<file path="config.mk">
export PLATFORM = sky130hd
export DESIGN_NAME = uid_cascade_assembler
export DESIGN_NICKNAME = d
export VERILOG_FILES = /design/src/hdl/uca_pkg.sv /design/src/hdl/uca_front.sv /design/src/hdl/uca_queue.sv /design/src/hdl/uca_back.sv /design/src/hdl/uid_cascade_assembler.sv
export SDC_FILE = /design/constraint.sdc
export NUM_CORES = 1
export LEC_CHECK = 0
export BUFFER_PORTS_ARGS = -buffer_cell sky130_fd_sc_hd__buf_4
export CAP_MARGIN = 30
export CORE_ASPECT_RATIO = 0.5
export CORE_UTILIZATION = 35
export CTS_CLUSTER_SIZE = 25
export DETAILED_ROUTE_END_ITERATION = 10
export PLACE_DENSITY = 0.6
export SLEW_MARGIN = 20
export SYNTH_ARGS = -nofsm -noshare
export SYNTH_HDL_FRONTEND = slang
export SYNTH_HIERARCHICAL = 1
export SYNTH_SLANG_ARGS = --single-unit
</file>
<file path="constraint.sdc">
create_clock -name clk_i -period 6.35 [get_ports clk_i]
set_input_delay 0.635 -clock clk_i [delete_from_list [all_inputs] [get_ports clk_i]]
set_output_delay 0.635 -clock clk_i [all_outputs]
set_load 0.02 [all_outputs]
</file>
<file path="src/hdl/uca_pkg.sv">
// ----------------------------------------------------------------------------
// uca_pkg - shared types and constants of the uid cascade assembler
// Result codes, link status codes, the classified item passed from the
// front end to the back end, and the result record.
// ----------------------------------------------------------------------------
package uca_pkg;

  localparam int unsigned MAX_LEVELS  = 3;
  localparam int unsigned QUEUE_DEPTH = 2;
  localparam int unsigned QPTR_W      = (QUEUE_DEPTH > 1) ? $clog2(QUEUE_DEPTH) : 1;
  localparam int unsigned QCNT_W      = $clog2(QUEUE_DEPTH + 1);

  localparam logic [7:0] CASCADE_TAG    = 8'h88;
  localparam int unsigned MORE_BIT      = 2;
  localparam logic [2:0] ANTICOLL_BYTES = 3'd5;
  localparam logic [3:0] UID_MAX        = 4'd12;
  localparam logic [2:0] APPEND_SHORT   = 3'd3;
  localparam logic [2:0] APPEND_FULL    = 3'd4;
  localparam logic [7:0] SEL_CL2        = 8'h95;
  localparam logic [7:0] SEL_CL3        = 8'h97;
  localparam logic [1:0] LEVEL_MAX      = 2'(MAX_LEVELS);
  localparam logic [1:0] LEVEL_ONE      = 2'd1;
  localparam logic [1:0] LEVEL_TWO      = 2'd2;

  // link status codes of the reader
  localparam logic [2:0] LINK_OK        = 3'd0;
  localparam logic [2:0] LINK_TIMEOUT   = 3'd1;
  localparam logic [2:0] LINK_CRC       = 3'd3;
  localparam logic [2:0] LINK_COLLISION = 3'd4;

  typedef enum logic [2:0] {
    RES_NEXT       = 3'd0,
    RES_DONE       = 3'd1,
    RES_TIMEOUT    = 3'd2,
    RES_NO_CARD    = 3'd3,
    RES_CHECK_ERR  = 3'd4,
    RES_COLLISION  = 3'd5,
    RES_NOT_ACTIVE = 3'd6
  } res_code_e;

  // one cascade outcome after classification
  typedef struct packed {
    logic       start;
    logic       ok;
    res_code_e  err_code;
    logic       short_uid;   // cascade tag seen, three bytes appended
    logic       more;
    logic [7:0] ack;
    logic [7:0] byte0;
    logic [7:0] byte1;
    logic [7:0] byte2;
    logic [7:0] byte3;
  } cls_t;

  typedef struct packed {
    res_code_e  result_code;
    logic [7:0] next_select_code;
    logic [3:0] uid_total;
    logic [7:0] ack_out;
    logic [2:0] append_count;
    logic [7:0] uid_out0;
    logic [7:0] uid_out1;
    logic [7:0] uid_out2;
    logic [7:0] uid_out3;
  } res_t;

  function automatic res_code_e map_status(input logic [2:0] status);
    res_code_e code;
    case (status)
      LINK_TIMEOUT:   code = RES_TIMEOUT;
      LINK_CRC:       code = RES_CHECK_ERR;
      LINK_COLLISION: code = RES_COLLISION;
      default:        code = RES_NO_CARD;
    endcase
    return code;
  endfunction

endpackage

</file>
<file path="src/hdl/uca_front.sv">
// ----------------------------------------------------------------------------
// uca_front - classification of one cascade outcome
// Checks link statuses, counts and the check byte, strips the cascade tag
// and lines up the bytes to append. Holds no state of the read.
// ----------------------------------------------------------------------------
module uca_front (
  input  logic          start_req_i,
  input  logic [2:0]    anticoll_status_i,
  input  logic [2:0]    anticoll_count_i,
  input  logic [7:0]    uid_in0_i,
  input  logic [7:0]    uid_in1_i,
  input  logic [7:0]    uid_in2_i,
  input  logic [7:0]    uid_in3_i,
  input  logic [7:0]    check_in_i,
  input  logic [2:0]    select_status_i,
  input  logic [2:0]    select_count_i,
  input  logic [7:0]    ack_in_i,
  output uca_pkg::cls_t cls_o
);
  import uca_pkg::*;

  logic [7:0] bcc;
  logic       tag;

  assign bcc = uid_in0_i ^ uid_in1_i ^ uid_in2_i ^ uid_in3_i;
  assign tag = (uid_in0_i == CASCADE_TAG);

  always_comb begin
    cls_o           = '0;
    cls_o.start     = start_req_i;
    cls_o.ok        = 1'b0;
    cls_o.err_code  = RES_NO_CARD;
    cls_o.short_uid = tag;
    cls_o.more      = ack_in_i[MORE_BIT];
    cls_o.ack       = ack_in_i;

    // tests in priority order: anticollision reply, check byte, select reply
    if (anticoll_status_i != LINK_OK) begin
      cls_o.err_code = map_status(anticoll_status_i);
    end else if (anticoll_count_i != ANTICOLL_BYTES) begin
      cls_o.err_code = RES_NO_CARD;
    end else if (bcc != check_in_i) begin
      cls_o.err_code = RES_CHECK_ERR;
    end else if (select_status_i != LINK_OK) begin
      cls_o.err_code = map_status(select_status_i);
    end else if (select_count_i == 3'd0) begin
      cls_o.err_code = RES_NO_CARD;
    end else begin
      cls_o.ok = 1'b1;
    end

    if (tag) begin
      cls_o.byte0 = uid_in1_i;
      cls_o.byte1 = uid_in2_i;
      cls_o.byte2 = uid_in3_i;
      cls_o.byte3 = 8'd0;
    end else begin
      cls_o.byte0 = uid_in0_i;
      cls_o.byte1 = uid_in1_i;
      cls_o.byte2 = uid_in2_i;
      cls_o.byte3 = uid_in3_i;
    end
  end

endmodule

</file>
<file path="src/hdl/uca_queue.sv">
// ----------------------------------------------------------------------------
// uca_queue - short queue of classified items
// Decouples the front end from the back end so that either side may stall.
// ----------------------------------------------------------------------------
module uca_queue (
  input  logic          clk_i,
  input  logic          rst_ni,
  input  logic          push_i,
  input  uca_pkg::cls_t push_data_i,
  output logic          full_o,
  input  logic          pop_i,
  output logic          valid_o,
  output uca_pkg::cls_t pop_data_o
);
  import uca_pkg::*;

  cls_t              mem_q [QUEUE_DEPTH];
  logic [QPTR_W-1:0] wr_ptr_q, wr_ptr_d;
  logic [QPTR_W-1:0] rd_ptr_q, rd_ptr_d;
  logic [QCNT_W-1:0] cnt_q, cnt_d;
  logic              do_push, do_pop;

  assign full_o     = (cnt_q == QCNT_W'(QUEUE_DEPTH));
  assign valid_o    = (cnt_q != '0);
  assign do_push    = push_i && !full_o;
  assign do_pop     = pop_i && valid_o;
  assign pop_data_o = mem_q[rd_ptr_q];

  always_comb begin
    wr_ptr_d = wr_ptr_q;
    rd_ptr_d = rd_ptr_q;
    cnt_d    = cnt_q;
    if (do_push) begin
      wr_ptr_d = (wr_ptr_q == QPTR_W'(QUEUE_DEPTH - 1)) ? '0 : wr_ptr_q + 1'b1;
    end
    if (do_pop) begin
      rd_ptr_d = (rd_ptr_q == QPTR_W'(QUEUE_DEPTH - 1)) ? '0 : rd_ptr_q + 1'b1;
    end
    if (do_push && !do_pop) begin
      cnt_d = cnt_q + 1'b1;
    end else if (do_pop && !do_push) begin
      cnt_d = cnt_q - 1'b1;
    end
  end

  always_ff @(posedge clk_i or negedge rst_ni) begin
    if (!rst_ni) begin
      wr_ptr_q <= '0;
      rd_ptr_q <= '0;
      cnt_q    <= '0;
    end else begin
      wr_ptr_q <= wr_ptr_d;
      rd_ptr_q <= rd_ptr_d;
      cnt_q    <= cnt_d;
    end
  end

  always_ff @(posedge clk_i) begin
    if (do_push) begin
      mem_q[wr_ptr_q] <= push_data_i;
    end
  end

endmodule

</file>
<file path="src/hdl/uca_back.sv">
// ----------------------------------------------------------------------------
// uca_back - read state and result register
// Tracks the read in progress, cascade level and UID length, and builds
// one result per classified item into a registered output stage.
// ----------------------------------------------------------------------------
module uca_back (
  input  logic          clk_i,
  input  logic          rst_ni,
  input  logic          item_valid_i,
  input  uca_pkg::cls_t item_i,
  output logic          item_pop_o,
  output logic          res_valid_o,
  input  logic          res_ready_i,
  output uca_pkg::res_t res_o
);
  import uca_pkg::*;

  logic       active_q, active_d;
  logic [1:0] level_q, level_d;
  logic [3:0] len_q, len_d;
  logic       res_valid_q;
  res_t       res_q, res_d;

  logic       act_eff;
  logic [1:0] lvl_eff;
  logic [3:0] len_eff;
  logic [2:0] n_app;
  logic [4:0] len_sum;
  logic [1:0] lvl_inc;

  assign item_pop_o  = item_valid_i && (!res_valid_q || res_ready_i);
  assign res_valid_o = res_valid_q;
  assign res_o       = res_q;

  assign act_eff = item_i.start || active_q;
  assign lvl_eff = item_i.start ? LEVEL_ONE : level_q;
  assign len_eff = item_i.start ? 4'd0 : len_q;
  assign n_app   = item_i.short_uid ? APPEND_SHORT : APPEND_FULL;
  assign len_sum = {1'b0, len_eff} + {2'b00, n_app};
  assign lvl_inc = lvl_eff + 2'd1;

  always_comb begin
    active_d = act_eff;
    level_d  = lvl_eff;
    len_d    = len_eff;
    res_d    = '0;
    if (!act_eff) begin
      res_d.result_code = RES_NOT_ACTIVE;
      res_d.uid_total   = len_eff;
    end else if (!item_i.ok) begin
      active_d          = 1'b0;
      level_d           = 2'd0;
      res_d.result_code = item_i.err_code;
      res_d.uid_total   = len_eff;
    end else begin
      len_d              = (len_sum > {1'b0, UID_MAX}) ? UID_MAX : len_sum[3:0];
      res_d.uid_total    = len_d;
      res_d.ack_out      = item_i.ack;
      res_d.append_count = n_app;
      res_d.uid_out0     = item_i.byte0;
      res_d.uid_out1     = item_i.byte1;
      res_d.uid_out2     = item_i.byte2;
      res_d.uid_out3     = item_i.byte3;
      if (item_i.more && (lvl_eff < LEVEL_MAX)) begin
        level_d                = lvl_inc;
        res_d.result_code      = RES_NEXT;
        res_d.next_select_code = (lvl_inc == LEVEL_TWO) ? SEL_CL2 : SEL_CL3;
      end else begin
        active_d          = 1'b0;
        level_d           = 2'd0;
        res_d.result_code = RES_DONE;
      end
    end
  end

  always_ff @(posedge clk_i or negedge rst_ni) begin
    if (!rst_ni) begin
      active_q    <= 1'b0;
      level_q     <= 2'd0;
      len_q       <= 4'd0;
      res_valid_q <= 1'b0;
    end else begin
      if (item_pop_o) begin
        active_q    <= active_d;
        level_q     <= level_d;
        len_q       <= len_d;
        res_valid_q <= 1'b1;
      end else if (res_ready_i) begin
        res_valid_q <= 1'b0;
      end
    end
  end

  always_ff @(posedge clk_i) begin
    if (item_pop_o) begin
      res_q <= res_d;
    end
  end

endmodule

</file>
<file path="src/hdl/uid_cascade_assembler.sv">
// ----------------------------------------------------------------------------
// uid_cascade_assembler - ISO 14443A cascade UID assembly
// Checks one cascade level outcome per beat and appends its UID bytes.
//
//   channel   | direction | tdata / tuser
//   s_axis_*  | in        | cascade outcome / start_req
//   m_axis_*  | out       | appended bytes and totals / result_code
//
// One beat accepted per cycle while s_axis_tready is high; the classified
// beat is written to the queue at the accepting edge, then its result to the
// result register. s_axis_tready falls only when the two-entry queue is full,
// which happens when m_axis_tready has been low for a while.
// Reset clears the read state (no read in progress, level 0, length 0).
// ----------------------------------------------------------------------------
module uid_cascade_assembler (
  input  logic        clk_i,
  input  logic        rst_ni,
  input  logic        s_axis_tvalid,
  output logic        s_axis_tready,
  // [2:0] anticoll_status, [5:3] anticoll_count, [13:6] uid_in0,
  // [21:14] uid_in1, [29:22] uid_in2, [37:30] uid_in3, [45:38] check_in,
  // [48:46] select_status, [51:49] select_count, [59:52] ack_in
  input  logic [63:0] s_axis_tdata,
  // [0] start_req
  input  logic [0:0]  s_axis_tuser,
  output logic        m_axis_tvalid,
  input  logic        m_axis_tready,
  // [7:0] next_select_code, [11:8] uid_total, [19:12] ack_out,
  // [22:20] append_count, [30:23] uid_out0, [38:31] uid_out1,
  // [46:39] uid_out2, [54:47] uid_out3
  output logic [55:0] m_axis_tdata,
  // [2:0] result_code
  output logic [2:0]  m_axis_tuser
);
  import uca_pkg::*;

  cls_t cls, q_data;
  res_t res;
  logic q_full, q_valid, q_pop;

  uca_front u_front (
    .start_req_i      (s_axis_tuser[0]),
    .anticoll_status_i(s_axis_tdata[2:0]),
    .anticoll_count_i (s_axis_tdata[5:3]),
    .uid_in0_i        (s_axis_tdata[13:6]),
    .uid_in1_i        (s_axis_tdata[21:14]),
    .uid_in2_i        (s_axis_tdata[29:22]),
    .uid_in3_i        (s_axis_tdata[37:30]),
    .check_in_i       (s_axis_tdata[45:38]),
    .select_status_i  (s_axis_tdata[48:46]),
    .select_count_i   (s_axis_tdata[51:49]),
    .ack_in_i         (s_axis_tdata[59:52]),
    .cls_o            (cls)
  );

  uca_queue u_queue (
    .clk_i      (clk_i),
    .rst_ni     (rst_ni),
    .push_i     (s_axis_tvalid),
    .push_data_i(cls),
    .full_o     (q_full),
    .pop_i      (q_pop),
    .valid_o    (q_valid),
    .pop_data_o (q_data)
  );

  uca_back u_back (
    .clk_i       (clk_i),
    .rst_ni      (rst_ni),
    .item_valid_i(q_valid),
    .item_i      (q_data),
    .item_pop_o  (q_pop),
    .res_valid_o (m_axis_tvalid),
    .res_ready_i (m_axis_tready),
    .res_o       (res)
  );

  assign s_axis_tready = !q_full;
  assign m_axis_tuser  = res.result_code;
  assign m_axis_tdata  = {1'b0, res.uid_out3, res.uid_out2, res.uid_out1, res.uid_out0,
                          res.append_count, res.ack_out, res.uid_total,
                          res.next_select_code};

endmodule
</file>
==> reports/summary.md <==
- **outcome** complete, no violations
- **fraction of layout cells with a size suffix above 1** 0.3908
- **clock-pin transition on the worst setup and hold timing paths** 0.06 ns
- **std cell rows** 36
- **Die Area** 0.02105 sq mm
- **vias in the first global route** 3884
- **max-cap violation count** 0
- **required time at the endpoint of the critical path** 6.53 ns
- **Leak Pwr** 3.444 nW
- **Least-Margin Pin Slew** 0.8271 ns
- **Setup WS pre-CTS** 3.187 ns
- **weighted congestion reported at the end of routability-driven placement** 0.8454
- **Sum Neg Setup Slack** 0 ns
- **detailed-route vias per instance** 4.697
- **Hold Fails Final Rpt** 0
- **Root Driver** clkbuf_16
- **CP arrival** 3.33 ns
- **number of hold-repair buffers added at the cts stage** 0
- **global-route wire length before repair** 21610 um
- **worst-case headroom to the max-slew limit** 0.4486
- **number of DRC violations after detailed-routing iteration 0** 173
- **placeable core region** 0.01973 sq mm
- **most used standard cells in the synthesized netlist** 145 x edfxtp_1, 49 x and2_1, 42 x mux2_2
- **biggest area contributors in the synthesized netlist** edfxtp_1 61%, mux2_2 6.6%, and2_1 4.3%, dfrtp_1 4.2%, mux2_4 4.2%
- **Die Span X** 204.2 um
- **Max clock buf depth** 2
- **classification of the worst-slack hold path** in2async
- **instance count after placement with tap cells included** 819
- **synthesis-stage register bit count** 157
- **vertical die dimension** 103.1 um
- **port bufs** 121
- **launching point of the worst reg2reg path** u_queue/rd_ptr_q
- **delay of the slowest cell on the worst path** 0.61 ns
- **critical path start-end classification** reg2reg
- **count of different cell masters after synthesis** 55
- **proportion of synthesized flip-flops having asynchronous set or reset** 0.07643
- **Final nets** 649
- **Post-Syn Area per Cell** 15.62 sq um
- **antenna violations before repair** 0
- **maximum number of pins on one net before global-route repair** 48
- **EDFF count, synth** 145
- **logic depth of the worst register-to-register path** 9
- **Total GRT Usage** 0.1421
- **number of antenna repair diodes** 0
- **post-cts gate resize count** 0
- **cell area after synthesis** 0.007154 sq mm
- **number of cells in the finished layout apart from fillers** 852
- **portion of the clock cycle consumed by the worst path in the final layout** 0.4966
- **cell breakdown of the critical path** buf_4 -> mux2_2 -> ha_1 -> inv_1 -> fa_1 -> xnor2_1 -> o21ai_0 -> a32oi_1 -> nand2_1
- **capturing point of the worst reg2reg path** u_back/res_o[44]
- **startpoint class of the critical path** flop
- **reg-to-reg setup timing slack** 3.20 ns
- **top cell type's share of synthesized area** 0.6086
- **gate count of the mapped netlist** 458
- **Synthesis Warnings** 6
- **CP max FO** 47
- **prevailing post-synth register cell** edfxtp_1
- **Synth-to-Final Area Change** 22.88%
- **H-tree levels** 4
- **peak supply drop** 0.1902 mV
- **WL per Instance** 17.02 um
- **first-pass detailed-route iteration total** 6
- **worst setup path endpoint** u_back/res_o[44]
- **Worst setup startpoint** u_queue/rd_ptr_q
- **final number of setup-violating endpoints** 0
- **Critical Path End Type** flop
- **Fmax achieved** 317.1 MHz
- **part of the Yosys area used for sequential elements** 0.6506
- **setup repair after global routing missed its margin** no
- **minimum clock period** 3.154 ns
- **ports placed on the boundary** 130
- **number of buffers created by CTS** 17
- **total clock sinks** 157
- **Detail Route Antenna Nets** 0
- **starting density of the core** 0.3626
- **max-slew violation total from the final report** 0
- **post-CTS setup buffer count** 0
- **Detail Placement HPWL** 9422 um
- **slowest stage cell, crit path** buf_4
- **areal power density over the cells** 474.5 mW/mm^2
- **clock tree skew after final layout** 0.008957 ns
- **cell taking the most area after synthesis** edfxtp_1
- **setup ws final** 3.196 ns
- **total number of vias** 4002
- **count leader, synth** edfxtp_1
- **final routed wirelength across all metal layers** 14500 um
- **gr ovfl total** 0
- **DRC violations left** 0
- **TritonCTS clock tree** built
- **Clock Latency Late Sink** 0.43 ns
==> cell usage in the layout (no fill, tap or decap), types with 2 or more instances in the layout <==
| cell | count |
|---|---|
| edfxtp_1 | 145 |
| buf_4 | 126 |
| and2_1 | 49 |
| mux2_2 | 42 |
| xnor2_1 | 20 |
| mux2_4 | 20 |
| clkbuf_16 | 17 |
| inv_1 | 12 |
| nor2_1 | 11 |
| dfrtp_1 | 11 |
| nand2_1 | 9 |
| a21o_1 | 7 |
| a21oi_1 | 7 |
| o21ai_0 | 7 |
| xnor3_1 | 7 |
| nand2b_1 | 6 |
| nor2b_1 | 6 |
| ha_1 | 6 |
| conb_1 | 4 |
| clkinv_4 | 4 |
| nand3_1 | 4 |
| nand3b_1 | 4 |
| o22ai_1 | 4 |
| clkinv_1 | 3 |
| clkinvlp_4 | 3 |
| nand4_1 | 3 |
| clkbuf_1 | 2 |
| or2_2 | 2 |
| o21ai_1 | 2 |
| a211oi_1 | 2 |
| nor3_1 | 2 |
| o31ai_1 | 2 |
| a31oi_1 | 2 |
| o21a_1 | 2 |
| nor4_1 | 2 |
| xor2_1 | 2 |
==> through the flow <==
step / power (mW) / instance area, sq um / util / hold slack [ns]
final: 4.171 / 8791 / 0.4456 / 0.04072
after global routing: 4.395 / 8791 / 0.4456 / 0.03412
after CTS: 4.222 / 8763 / 0.4442 / 0.02476
after detailed placement: 3.252 / 8212 / 0.4162 / 0.4811
after global placement: 3.222 / 8212 / 0.4162 / 0.4768
after floorplan: 2.738 / 7162 / - / 0.3394
==> metal layers <==
metal	vias up	global-route usage	part of all wire
met5	-	0	0
met4	0	0.06028	0.017
met3	20	0.03603	0.045
met2	91	0.2441	0.50
met1	1992	0.1725	0.44
li1	1899	-	-
==> power by group <==
part	leakage [nW]	internal, mW	switching, mW
Sequential	1.53	1.57	0.108
Clock	0.258	0.540	0.418
Combinational	1.66	0.663	0.874
==> layout make-up <==
type	instances	area, sq um
Sequential cell	157	4656
Clock buffer	19	432.9
Multi-Input combinational cell	257	2228
Tap cell	266	332.8
Clock inverter	13	118.9
Fill cell	1755	10940
Timing Repair Buffer	127	973.4
Inverter	13	48.80
==> sequential cells by signal, summed over array words and instances (netlist names) <==
signal and flops:
u_back/res_o 51, u_queue/wr_ptr_q 1, u_queue/cnt_q 2, u_queue/rd_ptr_q 1
u_back/level_q 2, u_queue/mem_q 94, u_back/res_valid_o 1, u_back/active_q 1
u_back/len_q 4
==> worst min path at each step <==
stage | to | slack [ns] | cells after the start
finish | u_back/len_q[1] | 0.04 | 1
global route | u_back/len_q[1] | 0.03 | 1
CTS | u_back/len_q[1] | 0.02 | 1
detailed placement | u_queue/cnt_q[1] | 0.48 | 1
global placement | u_queue/cnt_q[1] | 0.48 | 1
floorplan | u_back/active_q | 0.34 | 0
==> cells by family (layout without fill, tap and decap cells) <==
family | after synthesis | count (layout) | synth area share
AND/OR/NAND/NOR | 109 | 109 | 0.08954
multiplexers | 62 | 62 | 0.1081
adder cells (fa/ha/maj) | 7 | 7 | 0.01329
XOR/XNOR | 30 | 30 | 0.05264
flip-flops | 157 | 157 | 0.6506
other | 2 | 4 | 0.001050
AO/OA/AOI/OAI | 45 | 45 | 0.04424
buffers and inverters | 46 | 172 | 0.04057
==> critical path: cells and delay by family (launching register included) <==
| kind | cells | cell delay [ns] |
|---|---|---|
| AOI/OAI and AO/OA | 2 | 0.48 |
| adders and majority gates | 2 | 0.64 |
| xor gates and xnor gates | 1 | 0.28 |
| buffers and inverters | 2 | 0.68 |
| muxes | 1 | 0.37 |
| and+or+nand+nor | 1 | 0.08 |
| DFF | 1 | 0.35 |
Power figures use the tool's default switching activity.
